### src/rtl/drc_pkg.sv
// ----------------------------------------------------------------------------
// drc_pkg: shared types and codes of the dirty range coalescer
// Command and status codes, configuration register indexes, and the
// control bundle between the sequencer and the range table.
// ----------------------------------------------------------------------------
`default_nettype none

package drc_pkg;

  typedef enum logic [1:0] {
    CMD_MARK  = 2'd0,
    CMD_READ  = 2'd1,
    CMD_CLEAR = 2'd2,
    CMD_NOP   = 2'd3
  } cmd_e;

  typedef enum logic [1:0] {
    ST_OK       = 2'd0,
    ST_BOUNDS   = 2'd1,
    ST_MODE     = 2'd2,
    ST_FULL     = 2'd3
  } status_e;

  localparam logic [2:0] REG_BUF_LEN    = 3'd0;
  localparam logic [2:0] REG_SRC_MODE   = 3'd1;
  localparam logic [2:0] REG_FIRST      = 3'd2;
  localparam logic [2:0] REG_STAGED     = 3'd3;
  localparam logic [2:0] REG_STREAM_BLK = 3'd4;

  localparam logic [1:0] MODE_STAGED = 2'd0;
  localparam logic [1:0] MODE_STREAM = 2'd3;

  localparam int unsigned MIN_BLOCK = 256;

  // Table access from the sequencer. Start and end travel together.
  typedef struct packed {
    logic        rd;
    logic [7:0]  rd_addr;
    logic        wr;
    logic [7:0]  wr_addr;
    logic [31:0] wr_start;
    logic [32:0] wr_end;
  } tbl_req_t;

endpackage

`default_nettype wire

### src/rtl/drc_divider.sv
// ----------------------------------------------------------------------------
// drc_divider: radix-2 restoring divider
// One quotient bit per cycle; 33-bit dividend, 25-bit divisor.
// ----------------------------------------------------------------------------
`default_nettype none

module drc_divider (
  input  wire logic        clk_i,
  input  wire logic        rst_ni,
  input  wire logic        start_i,
  input  wire logic [32:0] dividend_i,
  input  wire logic [24:0] divisor_i,
  output logic             done_o,
  output logic [32:0]      quot_o
);
  logic [32:0] quot_q, quot_d;
  logic [25:0] rem_q, rem_d;
  logic [24:0] div_q, div_d;
  logic [5:0]  cnt_q, cnt_d;
  logic        busy_q, busy_d;
  logic [25:0] trial;

  always_comb begin
    quot_d = quot_q;
    rem_d  = rem_q;
    div_d  = div_q;
    cnt_d  = cnt_q;
    busy_d = busy_q;
    trial  = {rem_q[24:0], quot_q[32]};
    if (start_i) begin
      quot_d = dividend_i;
      rem_d  = '0;
      div_d  = divisor_i;
      cnt_d  = 6'd33;
      busy_d = 1'b1;
    end else if (busy_q) begin
      if (trial >= {1'b0, div_q}) begin
        rem_d = trial - {1'b0, div_q};
        quot_d = {quot_q[31:0], 1'b1};
      end else begin
        rem_d = trial;
        quot_d = {quot_q[31:0], 1'b0};
      end
      cnt_d = cnt_q - 6'd1;
      if (cnt_q == 6'd1) busy_d = 1'b0;
    end
  end

  always_ff @(posedge clk_i or negedge rst_ni) begin
    if (!rst_ni) begin
      busy_q <= 1'b0;
      cnt_q  <= '0;
    end else begin
      busy_q <= busy_d;
      cnt_q  <= cnt_d;
    end
  end

  always_ff @(posedge clk_i) begin
    quot_q <= quot_d;
    rem_q  <= rem_d;
    div_q  <= div_d;
  end

  assign done_o = busy_q && (cnt_q == 6'd1);
  assign quot_o = quot_d;
endmodule

`default_nettype wire

### src/rtl/drc_table.sv
// ----------------------------------------------------------------------------
// drc_table: range table memory
// One write and one registered read per cycle; start and end side by side.
// ----------------------------------------------------------------------------
`default_nettype none

module drc_table #(
  parameter int unsigned Depth = 16
) (
  input  wire logic              clk_i,
  input  wire drc_pkg::tbl_req_t req_i,
  output logic [31:0]            rd_start_o,
  output logic [32:0]            rd_end_o
);
  import drc_pkg::*;
  localparam int unsigned AW = (Depth > 1) ? $clog2(Depth) : 1;

  logic [64:0] mem [Depth];

  always_ff @(posedge clk_i) begin
    if (req_i.wr) mem[req_i.wr_addr[AW-1:0]] <= {req_i.wr_start, req_i.wr_end};
    if (req_i.rd) {rd_start_o, rd_end_o} <= mem[req_i.rd_addr[AW-1:0]];
  end
endmodule

`default_nettype wire

### src/rtl/dirty_range_coalescer.sv
// ----------------------------------------------------------------------------
// dirty_range_coalescer: dirty byte range tracker
// Keeps a table of dirty ranges, coalescing overlapping marks, with a full
// copy shortcut, entry readback and clear.
// ----------------------------------------------------------------------------
// channel | direction | handshake        | payload
// in      | sink      | in_valid/in_stall| cmd, offset, count, entry_index
// out     | source    | out_valid/stall  | status, notify, full_copy, count, entry
// cfg     | sink      | valid/ready      | cfg_index_i, cfg_data_i
//
// From input transfer to result valid: clear, nop and rejected marks go
// straight to S_OUT, a read passes S_READ and S_READ2; a mark runs two
// divisions (start and end), then a walk over the table with a shift of the
// later entries for each erase, and then decides, pushes and hands off.
// Reset clears flags and the entry count; table contents are left as is.
// The input is taken whenever the sequencer is idle, even while a result
// waits; a finished item then waits in S_OUT until the output register is
// free. Config writes only go in when idle with the output register empty.
// ----------------------------------------------------------------------------
`default_nettype none

module dirty_range_coalescer #(
  parameter int unsigned TABLE_DEPTH   = 16,
  parameter int unsigned DEFAULT_BLOCK = 256
) (
  input  wire logic        clk_i,
  input  wire logic        rst_ni,
  input  wire logic        in_valid,
  output logic             in_stall,
  input  wire logic [1:0]  cmd_i,
  input  wire logic [31:0] offset_i,
  input  wire logic [31:0] count_i,
  input  wire logic [3:0]  entry_index_i,
  output logic             out_valid,
  input  wire logic        out_stall,
  output logic [1:0]       status_o,
  output logic             notify_device_o,
  output logic             full_copy_o,
  output logic [4:0]       entry_count_o,
  output logic [31:0]      entry_start_o,
  output logic [32:0]      entry_end_o,
  input  wire logic        cfg_valid,
  output logic             cfg_ready,
  input  wire logic [2:0]  cfg_index_i,
  input  wire logic [31:0] cfg_data_i
);
  import drc_pkg::*;

  localparam int unsigned CW = $clog2(TABLE_DEPTH + 1);
  localparam logic [24:0] BLK_DEF = 25'(DEFAULT_BLOCK);

  // sequencer states
  localparam logic [3:0] S_IDLE = 4'd0, S_DIV0 = 4'd1, S_DIV1 = 4'd2,
    S_DECIDE = 4'd3, S_WRD = 4'd4, S_WCHK = 4'd5, S_SHRD = 4'd6,
    S_SHWR = 4'd7, S_READ = 4'd8, S_READ2 = 4'd9, S_OUT = 4'd10,
    S_LRD = 4'd11, S_LWR = 4'd12;

  // configuration
  logic [31:0] buf_len_q;
  logic [1:0]  mode_q;
  logic        first_q, staged_q;
  logic [24:0] sblk_q;

  logic [3:0]  st_q, st_d;
  logic [31:0] off_q;
  logic [32:0] cnt_q;
  logic [3:0]  idx_q;
  logic [24:0] blk_q;
  logic [32:0] ws_q, we_q;   // widened range
  logic [32:0] tmp_q;
  logic        go_q;         // launch the divider on this cycle
  logic [CW-1:0] nval_q;
  logic        pend_q, full_q;
  logic [CW-1:0] k_q;        // walk position (entry k-1)
  logic        have_q;
  logic [CW-1:0] last_q;
  logic [31:0] ls_q;         // merged range of the last match
  logic [32:0] le_q;
  logic [CW-1:0] j_q;        // shift position

  logic [1:0]  r_status_q;
  logic        r_notify_q;
  logic [31:0] r_es_q;
  logic [32:0] r_ee_q;
  logic        out_valid_q;

  // output register, loaded from the working result in S_OUT
  logic [1:0]  o_status_q;
  logic        o_notify_q;
  logic        o_full_q;
  logic [4:0]  o_count_q;
  logic [31:0] o_es_q;
  logic [32:0] o_ee_q;

  tbl_req_t    req;
  logic [31:0] rd_s;
  logic [32:0] rd_e;

  logic        div_start, div_done;
  logic [32:0] div_n, div_quot;
  logic [57:0] prod;

  drc_divider u_div (
    .clk_i, .rst_ni, .start_i(div_start), .dividend_i(div_n),
    .divisor_i(blk_q), .done_o(div_done), .quot_o(div_quot)
  );

  drc_table #(.Depth(TABLE_DEPTH)) u_tbl (
    .clk_i, .req_i(req), .rd_start_o(rd_s), .rd_end_o(rd_e)
  );

  assign cfg_ready = (st_q == S_IDLE) && !out_valid_q;
  assign in_stall  = (st_q != S_IDLE);
  wire in_xfer  = in_valid && !in_stall;
  wire out_xfer = out_valid_q && !out_stall;
  // result moves into the output register when it is empty or being taken
  wire out_load = (st_q == S_OUT) && (!out_valid_q || out_xfer);

  // ranges widened by the block, quotient times block
  assign prod = 58'(div_quot) * 58'(blk_q);
  wire [32:0] prod33 = prod[32:0];
  wire [32:0] len33  = {1'b0, buf_len_q};
  wire [32:0] end_a  = (prod33 < len33) ? prod33 : len33;

  // overlap test of the walked entry against the widened range
  wire hit = (we_q >= {1'b0, rd_s}) && (ws_q <= rd_e);
  wire [31:0] mn_s = (ws_q[31:0] < rd_s) ? ws_q[31:0] : rd_s;
  wire [32:0] mx_e = (we_q > rd_e) ? we_q : rd_e;
  wire [31:0] mg_s = (ls_q < rd_s) ? ls_q : rd_s;
  wire [32:0] mg_e = (le_q > rd_e) ? le_q : rd_e;

  wire [32:0] off_cnt = {1'b0, offset_i} + {1'b0, count_i};

  always_comb begin
    st_d      = st_q;
    div_start = 1'b0;
    div_n     = {1'b0, off_q};
    req       = '0;
    unique case (st_q)
      S_DIV0: begin
        div_n = {1'b0, off_q};
        div_start = go_q;
        if (div_done) st_d = S_DIV1;
      end
      S_DIV1: begin
        div_n = tmp_q;
        div_start = go_q;
        if (div_done) st_d = S_DECIDE;
      end
      S_WRD: begin
        req.rd = 1'b1;
        req.rd_addr = 8'(k_q - CW'(1));
      end
      S_WCHK: if (hit) begin
        req.wr = 1'b1;
        req.wr_addr = 8'(k_q - CW'(1));
        req.wr_start = have_q ? mg_s : mn_s;
        req.wr_end   = have_q ? mg_e : mx_e;
      end
      S_SHRD: begin
        req.rd = 1'b1;
        req.rd_addr = 8'(j_q + CW'(1));
      end
      S_SHWR: begin
        req.wr = 1'b1;
        req.wr_addr = 8'(j_q);
        req.wr_start = rd_s;
        req.wr_end = rd_e;
      end
      S_READ: begin
        req.rd = 1'b1;
        req.rd_addr = 8'(idx_q);
      end
      S_LWR: begin
        req.wr = 1'b1;
        req.wr_addr = 8'(nval_q);
        req.wr_start = off_q;
        req.wr_end = {1'b0, off_q} + cnt_q;
      end
      default: ;
    endcase
  end

  always_ff @(posedge clk_i or negedge rst_ni) begin
    if (!rst_ni) begin
      buf_len_q <= 32'd4096;
      mode_q <= MODE_STAGED;
      first_q <= 1'b1;
      staged_q <= 1'b0;
      sblk_q <= '0;
      st_q <= S_IDLE;
      nval_q <= '0;
      pend_q <= 1'b0;
      full_q <= 1'b0;
      out_valid_q <= 1'b0;
      o_status_q <= ST_OK;
      o_notify_q <= 1'b0;
      o_full_q <= 1'b0;
      o_count_q <= '0;
      o_es_q <= '0;
      o_ee_q <= '0;
    end else begin
      if (cfg_valid && cfg_ready) begin
        unique case (cfg_index_i)
          REG_BUF_LEN:    buf_len_q <= cfg_data_i;
          REG_SRC_MODE:   mode_q <= cfg_data_i[1:0];
          REG_FIRST:      first_q <= cfg_data_i[0];
          REG_STAGED:     staged_q <= cfg_data_i[0];
          REG_STREAM_BLK: sblk_q <= cfg_data_i[24:0];
          default: ;
        endcase
      end
      if (out_load) out_valid_q <= 1'b1;
      else if (out_xfer) out_valid_q <= 1'b0;
      unique case (st_q)
        S_IDLE: if (in_xfer) begin
          off_q <= offset_i;
          idx_q <= entry_index_i;
          r_status_q <= ST_OK;
          r_notify_q <= 1'b0;
          r_es_q <= '0;
          r_ee_q <= '0;
          go_q <= 1'b1;
          blk_q <= (mode_q == MODE_STREAM && sblk_q > BLK_DEF) ? sblk_q : BLK_DEF;
          cnt_q <= (count_i == '0) ? ({1'b0, buf_len_q} - {1'b0, offset_i})
                                   : {1'b0, count_i};
          unique case (cmd_e'(cmd_i))
            CMD_MARK: begin
              if (offset_i >= buf_len_q || off_cnt > len33) begin
                r_status_q <= ST_BOUNDS;
                st_q <= S_OUT;
              end else if (full_q) begin
                st_q <= S_OUT;
              end else if (mode_q == MODE_STAGED && !(first_q && offset_i == '0
                           && count_i == '0 && staged_q)) begin
                r_status_q <= ST_MODE;
                st_q <= S_OUT;
              end else begin
                st_q <= S_DIV0;
              end
            end
            CMD_READ: begin
              if ({1'b0, entry_index_i} < 5'(nval_q) && 32'(entry_index_i) < TABLE_DEPTH)
                st_q <= S_READ;
              else begin
                r_status_q <= ST_BOUNDS;
                st_q <= S_OUT;
              end
            end
            CMD_CLEAR: begin
              nval_q <= '0;
              pend_q <= 1'b0;
              full_q <= 1'b0;
              st_q <= S_OUT;
            end
            default: st_q <= S_OUT;
          endcase
        end
        S_DIV0: begin
          // re-armed on done so S_DIV1 launches the end division
          go_q <= div_done;
          if (div_done) begin
            ws_q <= prod33;
            tmp_q <= {1'b0, off_q} + cnt_q + 33'(blk_q) - 33'd1;
          end
          st_q <= st_d;
        end
        S_DIV1: begin
          go_q <= 1'b0;
          if (div_done) we_q <= end_a;
          st_q <= st_d;
        end
        S_DECIDE: begin
          have_q <= 1'b0;
          k_q <= nval_q;
          if (ws_q == '0 && we_q == len33) begin
            nval_q <= '0;
            full_q <= 1'b1;
            st_q <= S_LWR;
          end else if (pend_q) begin
            st_q <= (nval_q == '0) ? S_LRD : S_WRD;
          end else st_q <= S_LRD;
        end
        S_WRD: st_q <= S_WCHK;
        S_WCHK: begin
          if (hit) begin
            have_q <= 1'b1;
            last_q <= k_q - CW'(1);
            ls_q <= req.wr_start;
            le_q <= req.wr_end;
          end
          if (hit && have_q) begin
            j_q <= last_q;
            st_q <= (last_q + CW'(1) < nval_q) ? S_SHRD : S_LRD;
            if (!(last_q + CW'(1) < nval_q)) begin
              nval_q <= nval_q - CW'(1);
              st_q <= (k_q == CW'(1)) ? S_LRD : S_WRD;
              k_q <= k_q - CW'(1);
            end
          end else if (k_q == CW'(1)) st_q <= S_LRD;
          else begin
            k_q <= k_q - CW'(1);
            st_q <= S_WRD;
          end
        end
        S_SHRD: st_q <= S_SHWR;
        S_SHWR: begin
          if (j_q + CW'(2) < nval_q) begin
            j_q <= j_q + CW'(1);
            st_q <= S_SHRD;
          end else begin
            nval_q <= nval_q - CW'(1);
            if (k_q == CW'(1)) st_q <= S_LRD;
            else begin
              k_q <= k_q - CW'(1);
              st_q <= S_WRD;
            end
          end
        end
        S_LRD: begin
          // push when no match, then settle the pending flag
          if (!have_q) begin
            if (32'(nval_q) >= TABLE_DEPTH) begin
              r_status_q <= ST_FULL;
              st_q <= S_OUT;
            end else st_q <= S_LWR;
          end else begin
            if (!pend_q) begin
              pend_q <= 1'b1;
              r_notify_q <= 1'b1;
            end
            st_q <= S_OUT;
          end
        end
        S_LWR: begin
          nval_q <= nval_q + CW'(1);
          if (!pend_q) begin
            pend_q <= 1'b1;
            r_notify_q <= 1'b1;
          end
          st_q <= S_OUT;
        end
        S_READ: st_q <= S_READ2;
        S_READ2: begin
          r_es_q <= rd_s;
          r_ee_q <= rd_e;
          st_q <= S_OUT;
        end
        S_OUT: if (out_load) begin
          o_status_q <= r_status_q;
          o_notify_q <= r_notify_q;
          o_full_q <= full_q;
          o_count_q <= 5'(nval_q);
          o_es_q <= r_es_q;
          o_ee_q <= r_ee_q;
          st_q <= S_IDLE;
        end
        default: st_q <= S_IDLE;
      endcase
    end
  end

  assign out_valid       = out_valid_q;
  assign status_o        = o_status_q;
  assign notify_device_o = o_notify_q;
  assign full_copy_o     = o_full_q;
  assign entry_count_o   = o_count_q;
  assign entry_start_o   = o_es_q;
  assign entry_end_o     = o_ee_q;
endmodule

`default_nettype wire

### config.mk
export PLATFORM = sky130hd
export DESIGN_NAME = dirty_range_coalescer
export DESIGN_NICKNAME = d
export VERILOG_FILES = /design/src/rtl/drc_pkg.sv /design/src/rtl/drc_divider.sv /design/src/rtl/drc_table.sv /design/src/rtl/dirty_range_coalescer.sv
export SDC_FILE = /design/constraint.sdc
export NUM_CORES = 2
export LEC_CHECK = 0
export BUFFER_PORTS_ARGS = -buffer_cell sky130_fd_sc_hd__clkbuf_2
export CORE_MARGIN = 8
export CORE_UTILIZATION = 41
export CTS_CLUSTER_DIAMETER = 120
export DETAILED_ROUTE_END_ITERATION = 8
export SLEW_MARGIN = 0
export SYNTH_ARGS = -nofsm -noshare
export SYNTH_HDL_FRONTEND = slang
export SYNTH_HIERARCHICAL = 1
export SYNTH_SLANG_ARGS = --single-unit
### constraint.sdc
create_clock -name clk_i -period 16.4 [get_ports clk_i]
set_input_delay 0.82 -clock clk_i [delete_from_list [all_inputs] [get_ports clk_i]]
set_output_delay 0.82 -clock clk_i [all_outputs]
set_load 0.02 [all_outputs]
# Word-level counts from Yosys, hierarchy flattened
# Memories as Yosys holds them, arrays and structs flattened. A register that Yosys moved wholly into a read port is not among the register bits.
# Cells that the tools add are included.
dict set report word_totals {
  mem_bits_rw 1040
  out_inout_bits 77
  n_memories 1
  regBits 580
  wordCells 260
}
dict set report classes {
  order_cmp 15
  add_sub_neg 15
  n_mux 88
  n_reduce_logical 63
  mul 1
  eq_ne 36
}
# memory words width rd rd_clocked_by_memory_dff wr line_no
set memory_table {}
lappend memory_table {u_tbl.mem 16 65 1 1 1 drc_table.sv:18} ;# logic [64:0] mem [Depth];
# operator n
set ops {}
lappend ops {{2-to-1 mux 33 bit} 7}
lappend ops {{one-hot mux 74 bit (3 select lines)} 1}
lappend ops {{2-to-1 mux 32 bit} 6}
lappend ops {{2-to-1 mux 74 bit} 1}
lappend ops {{> comparator 33 bit} 2}
lappend ops {{one-hot mux 33 bit (2 select lines)} 1}
lappend ops {{logical NOT 32 bit} 2}
lappend ops {{less-than comparator 32 bit} 2}
lappend ops {{2-to-1 mux 4 bit} 16}
lappend ops {{one-hot mux 32 bit (2 select lines)} 1}
lappend ops {{2-to-1 mux 5 bit} 12}
lappend ops {{one-hot mux 4 bit (11 select lines)} 1}
lappend ops {{adder 32 x 32 -> 33 bit} 1}
lappend ops {{adder 32 x 33 -> 33 bit} 1}
lappend ops {{adder 33 x 25 -> 33 bit} 1}
lappend ops {{equality test 33 x 32 -> 1 bit} 1}
lappend ops {{>= comparator 33 x 32 -> 1 bit} 1}
lappend ops {{> comparator 33 x 32 -> 1 bit} 1}
lappend ops {{less-or-equal comparator 33 bit} 1}
lappend ops {{logical NOT 33 bit} 1}
lappend ops {{less-than comparator 33 x 32 -> 1 bit} 1}
lappend ops {{multiplier 33 x 25 -> 33 bit} 1}
lappend ops {{subtractor 32 x 32 -> 33 bit} 1}
lappend ops {{subtractor 33 x 1 -> 33 bit (second input constant)} 1}
lappend ops {{57 further kinds} 154}

# Longest topological paths before layout
dict set report logic_depth {
  depth_word 12
  depth_mapped 47
  mapped_depth_nobuf 44
}

# By module
# Netlist, hierarchy kept.
# mod n_inst area_per_inst_um2 seq_area_each_um2 cells_per_inst
set modules_own_cells {}
lappend modules_own_cells {dirty_range_coalescer 1 50343.3 13980.9 5090}
lappend modules_own_cells {drc_table 1 40894.2 33181.8 1673}
lappend modules_own_cells {drc_divider 1 5006.1 2087.0 541}

# Least setup slack after synthesis
# OpenSTA, ideal clock, no wires.
dict set report synth_path {
  kind {reg2reg}
  from {register st_q[0]}
  to {register we_q[23] (data pin)}
  path_stages_with_launch 43
  arrival_ps 11156
  setup_ps 260
  required_ps 16140
  setup_slack_ps 4984
  path_cell_list {dfrtp_1 > clkbuf_1 > nand2b_1 > clkbuf_1 > clkbuf_1 > buf_1 > a21oi_1 > clkbuf_8 > clkbuf_1 > nand2_1 > o21ai_0 > clkbuf_1 > nand2_1 > fa_1 > inv_1 > fa_1 > inv_1 > fa_1 > [... 7 more ...] > ha_1 > o21a_1 > o21ai_0 > a21oi_1 > o21ai_0 > o41a_1 > a21oi_1 > a21o_1 > a21oi_1 > xnor2_1 > ha_1 > a2111oi_0 > o21ai_0 > a2111oi_0 > a311oi_1 > nor2_2 > buf_4 > mux2_2}
}
dict set report synth_via {
  elab_chain_len 7
  elab_cells_between_ends 9
}
# item line_no
set synth_lines {}
lappend synth_lines {{start: declaration} dirty_range_coalescer.sv:64} ;# logic [3:0] st_q, st_d;
lappend synth_lines {{start signal: assignment} dirty_range_coalescer.sv:266} ;# st_q <= st_d;
lappend synth_lines {{start signal: assignment} dirty_range_coalescer.sv:271} ;# st_q <= st_d;
lappend synth_lines {{start signal: assignment} dirty_range_coalescer.sv:281} ;# st_q <= (nval_q == '0) ? S_LRD : S_WRD;
lappend synth_lines {{equality test 4 x 2 -> 1 bit or equality test 4 x 1 -> 1 bit (tied branches)} dirty_range_coalescer.sv:139} ;# unique case (st_q)
lappend synth_lines {{OR reduction 2 bit (no source line) *} n/a}
lappend synth_lines {{2-to-1 mux 1 bit *} dirty_range_coalescer.sv:139}
lappend synth_lines {{net div_start} dirty_range_coalescer.sv:99} ;# logic div_start, div_done;
lappend synth_lines {{2-to-1 mux 33 bit *} drc_divider.sv:30} ;# if (start_i) begin
lappend synth_lines {{net div_quot[15]} dirty_range_coalescer.sv:100} ;# logic [32:0] div_n, div_quot;
lappend synth_lines {{multiplier 33 x 25 -> 33 bit *} dirty_range_coalescer.sv:120} ;# assign prod = 58'(div_quot) * 58'(blk_q);
lappend synth_lines {{net prod[29]} dirty_range_coalescer.sv:101} ;# logic [57:0] prod;
lappend synth_lines {{less-than comparator 33 x 32 -> 1 bit *} dirty_range_coalescer.sv:123} ;# wire [32:0] end_a = (prod33 < len33) ? prod33 : len33;
lappend synth_lines {{2-to-1 mux 32 bit *} dirty_range_coalescer.sv:123}
lappend synth_lines {{net end_a[23]} dirty_range_coalescer.sv:123}
lappend synth_lines {{end signal: assignment} dirty_range_coalescer.sv:270} ;# if (div_done) we_q <= end_a;
lappend synth_lines {{end: declaration} dirty_range_coalescer.sv:69} ;# logic [32:0] ws_q, we_q;
# Mark *: on every way through the listed nets, which the timed path passes. The rest lies on a longest branch.
# A chain may end at the register's enable or synchronous reset.

# Worst setup path after layout
dict set report layout_path {
  from {register st_q[0]}
  to {register we_q[29] (data pin)}
}
# Same word-level chain as after synthesis.

==> metrics.csv <==
metric;value;unit
status;finished, final reports clean;
pin count of the biggest net entering global routing;128;
Max Freq;83.77;MHz
most frequent cells in the layout;1,473 x edfxtp_1, 809 x inv_1, 557 x ha_1;
critical path type;reg2reg;
RePlAce Congestion;0.9687;
clk_lat worst skew;870;ps
floorplan core area;234300;um^2
vias per cell;5.744;
synth warn;6;
met3 Usage GRT;4.322;%
First DRT Iteration DRCs;6214;
clock sink total;1685;
Worst Skew;73.95;ps
die area;250400;um^2
Detailed Routing Iterations Pass 1;6;
worst slew pin tran;1463;ps
H-tree Lvls;4;
GRT Util Overall;23.90;%
Post-CTS Setup Inserts;0;
first-pass GRT wire length;442200;um
Final WS setup;4463;ps
vias in the first global route;63270;
total number of vias;62440;
CP most frequent cell;fa_1;
Final Routed Wirelength;304700;um
post-DP HPWL;217000;um
Reg-to-Reg Start;st_q[0];
CTS tree;built;
Net count, final;8648;
count of final setup violators;0;
grt peak-use layer;met2;
GR met1 Demand/Resource;30.81;%
Slew Viols, Final;0;
Die Wd;500.4;um
chip height;500.4;um
Worst Setup Start Kind;flop;
number of port buffers;186;
Clock Tree Root;clkbuf_16;
Hold/Removal Path Class;in2reg;
average wire per standard cell;28.03;um
r2r setup slk;4460;ps
critical path endpoint category;flop;
commonest non-fill, non-tap cell in the layout;edfxtp_1;
Area Growth Syn to Fin;11.62;%
CP required;16950;ps
Final min period;11940;ps
cell area after synthesis;96200;um^2
CP endpoint;we_q[29];
Data arrival, critical path;12490;ps
CTS Buf Count;182;
CP Max Fanout;52;
RR Endpoint;we_q[29];
Clock transition at path regs;60;ps
final worst-path cycle share;72.79;%
max incr delay on CP;1190;ps
RSZ-0062 raised after global routing;false;
CP max-delay cell;o21ai_1;
met2 Use GR;39.01;%
Setup crit start;st_q[0];
clock buffer depth;3;
Fin. Hold Viols;0;
detailed-route DRC error count;0;
Place WS;4648;ps
Initial Util;41.06;%
Worst slew margin;1.801;%
antenna violations before repair;9;
remaining global-route overflow;0;
I/O pin count;187;
Post-Synthesis Cells;7296;
Synth Area per Inst;13.19;um^2
Max-cap violations;0;
share of layout cells above drive strength 1;15.94;%
Fin Setup TNS;0;ps
Syn Nets;8386;
worst-case reg-to-reg path depth;33;
row count;178;
Antenna Violating Nets Remaining;0;
==> registers in the layout, summed over array words and instances, names as in the netlist, 6 cells and up <==
register          count
r_es_q               32
blk_q                25
u_div/cnt_q           6
r_ee_q               33
sblk_q               25
u_div/rem_q          25
u_div/quot_q         33
entry_start_o        32
u_tbl/rd_end_o       33
u_div/div_q          25
off_q                32
tmp_q                33
ls_q                 32
cnt_q                33
ws_q                 33
buf_len_q            32
u_tbl/mem          1040
le_q                 33
we_q                 33
entry_end_o          33
u_tbl/rd_start_o     32
==> metrics by stage <==
step / hold slack [ps] / instance area (um^2) / util [%] / instances
2_1_floorplan: 420.6 / 96200 / - / 7296
3_3_place_gp: 463.4 / 101400 / 43.28 / 10520
3_5_place_dp: 465.2 / 101400 / 43.28 / 10520
4_1_cts: 140.3 / 107300 / 45.81 / 10850
5_1_grt: 158.9 / 107300 / 45.81 / 10860
6_report: 183.1 / 107400 / 45.83 / 10870
==> worst min-delay path by stage <==
stage	to	depth (start not counted)	slack, ps	startpoint
2_1_floorplan	u_div/div_q[16]	0	420	blk_q[16]
3_3_place_gp	entry_start_o[17]	1	460	r_es_q[17]
3_5_place_dp	entry_start_o[13]	1	470	r_es_q[13]
4_1_cts	idx_q[3]	1	140	entry_index_i[3]
5_1_grt	idx_q[3]	1	160	entry_index_i[3]
6_report	idx_q[3]	1	180	entry_index_i[3]
==> per-layer routing <==
layer | part of all wire [%] | vias up
li1 | - | 27150
met1 | 40 | 32120
met2 | 47 | 2507
met3 | 7.3 | 662
met4 | 5.8 | 6
met5 | 0.013 | -
==> final cells by class <==
| cell class | instances | area (um^2) |
|---|---|---|
| Clock inverter | 104 | 1045 |
| Tap cell | 3150 | 3941 |
| Timing Repair Buffer | 373 | 2369 |
| Antenna cell | 17 | 42.54 |
| Fill cell | 20900 | 126900 |
| Sequential cell | 1685 | 49250 |
| Inverter | 812 | 3048 |
| Clock buffer | 226 | 4865 |
| Multi-Input combinational cell | 4504 | 42810 |
==> critical path, delay by kind of cell, from the launching register on <==
kind	cells	cell delay, ps
adder cells (fa/ha/maj)	9	4180
AO/OA/AOI/OAI	14	4040
AND/OR/NAND/NOR	3	1240
buffers and inverters	6	980
flip-flops	1	760
multiplexers	1	380
==> repair_timing <==
| action | CTS | global route |
|---|---|---|
| endpoints found under the hold margin | 8 | 0 |
| hold buffers | 1 | 0 |
| resized for setup | 0 | 0 |
Power is left out: the tool's default activity adds up to more than one toggle a clock period on the data nets, which glitch-free logic cannot reach.
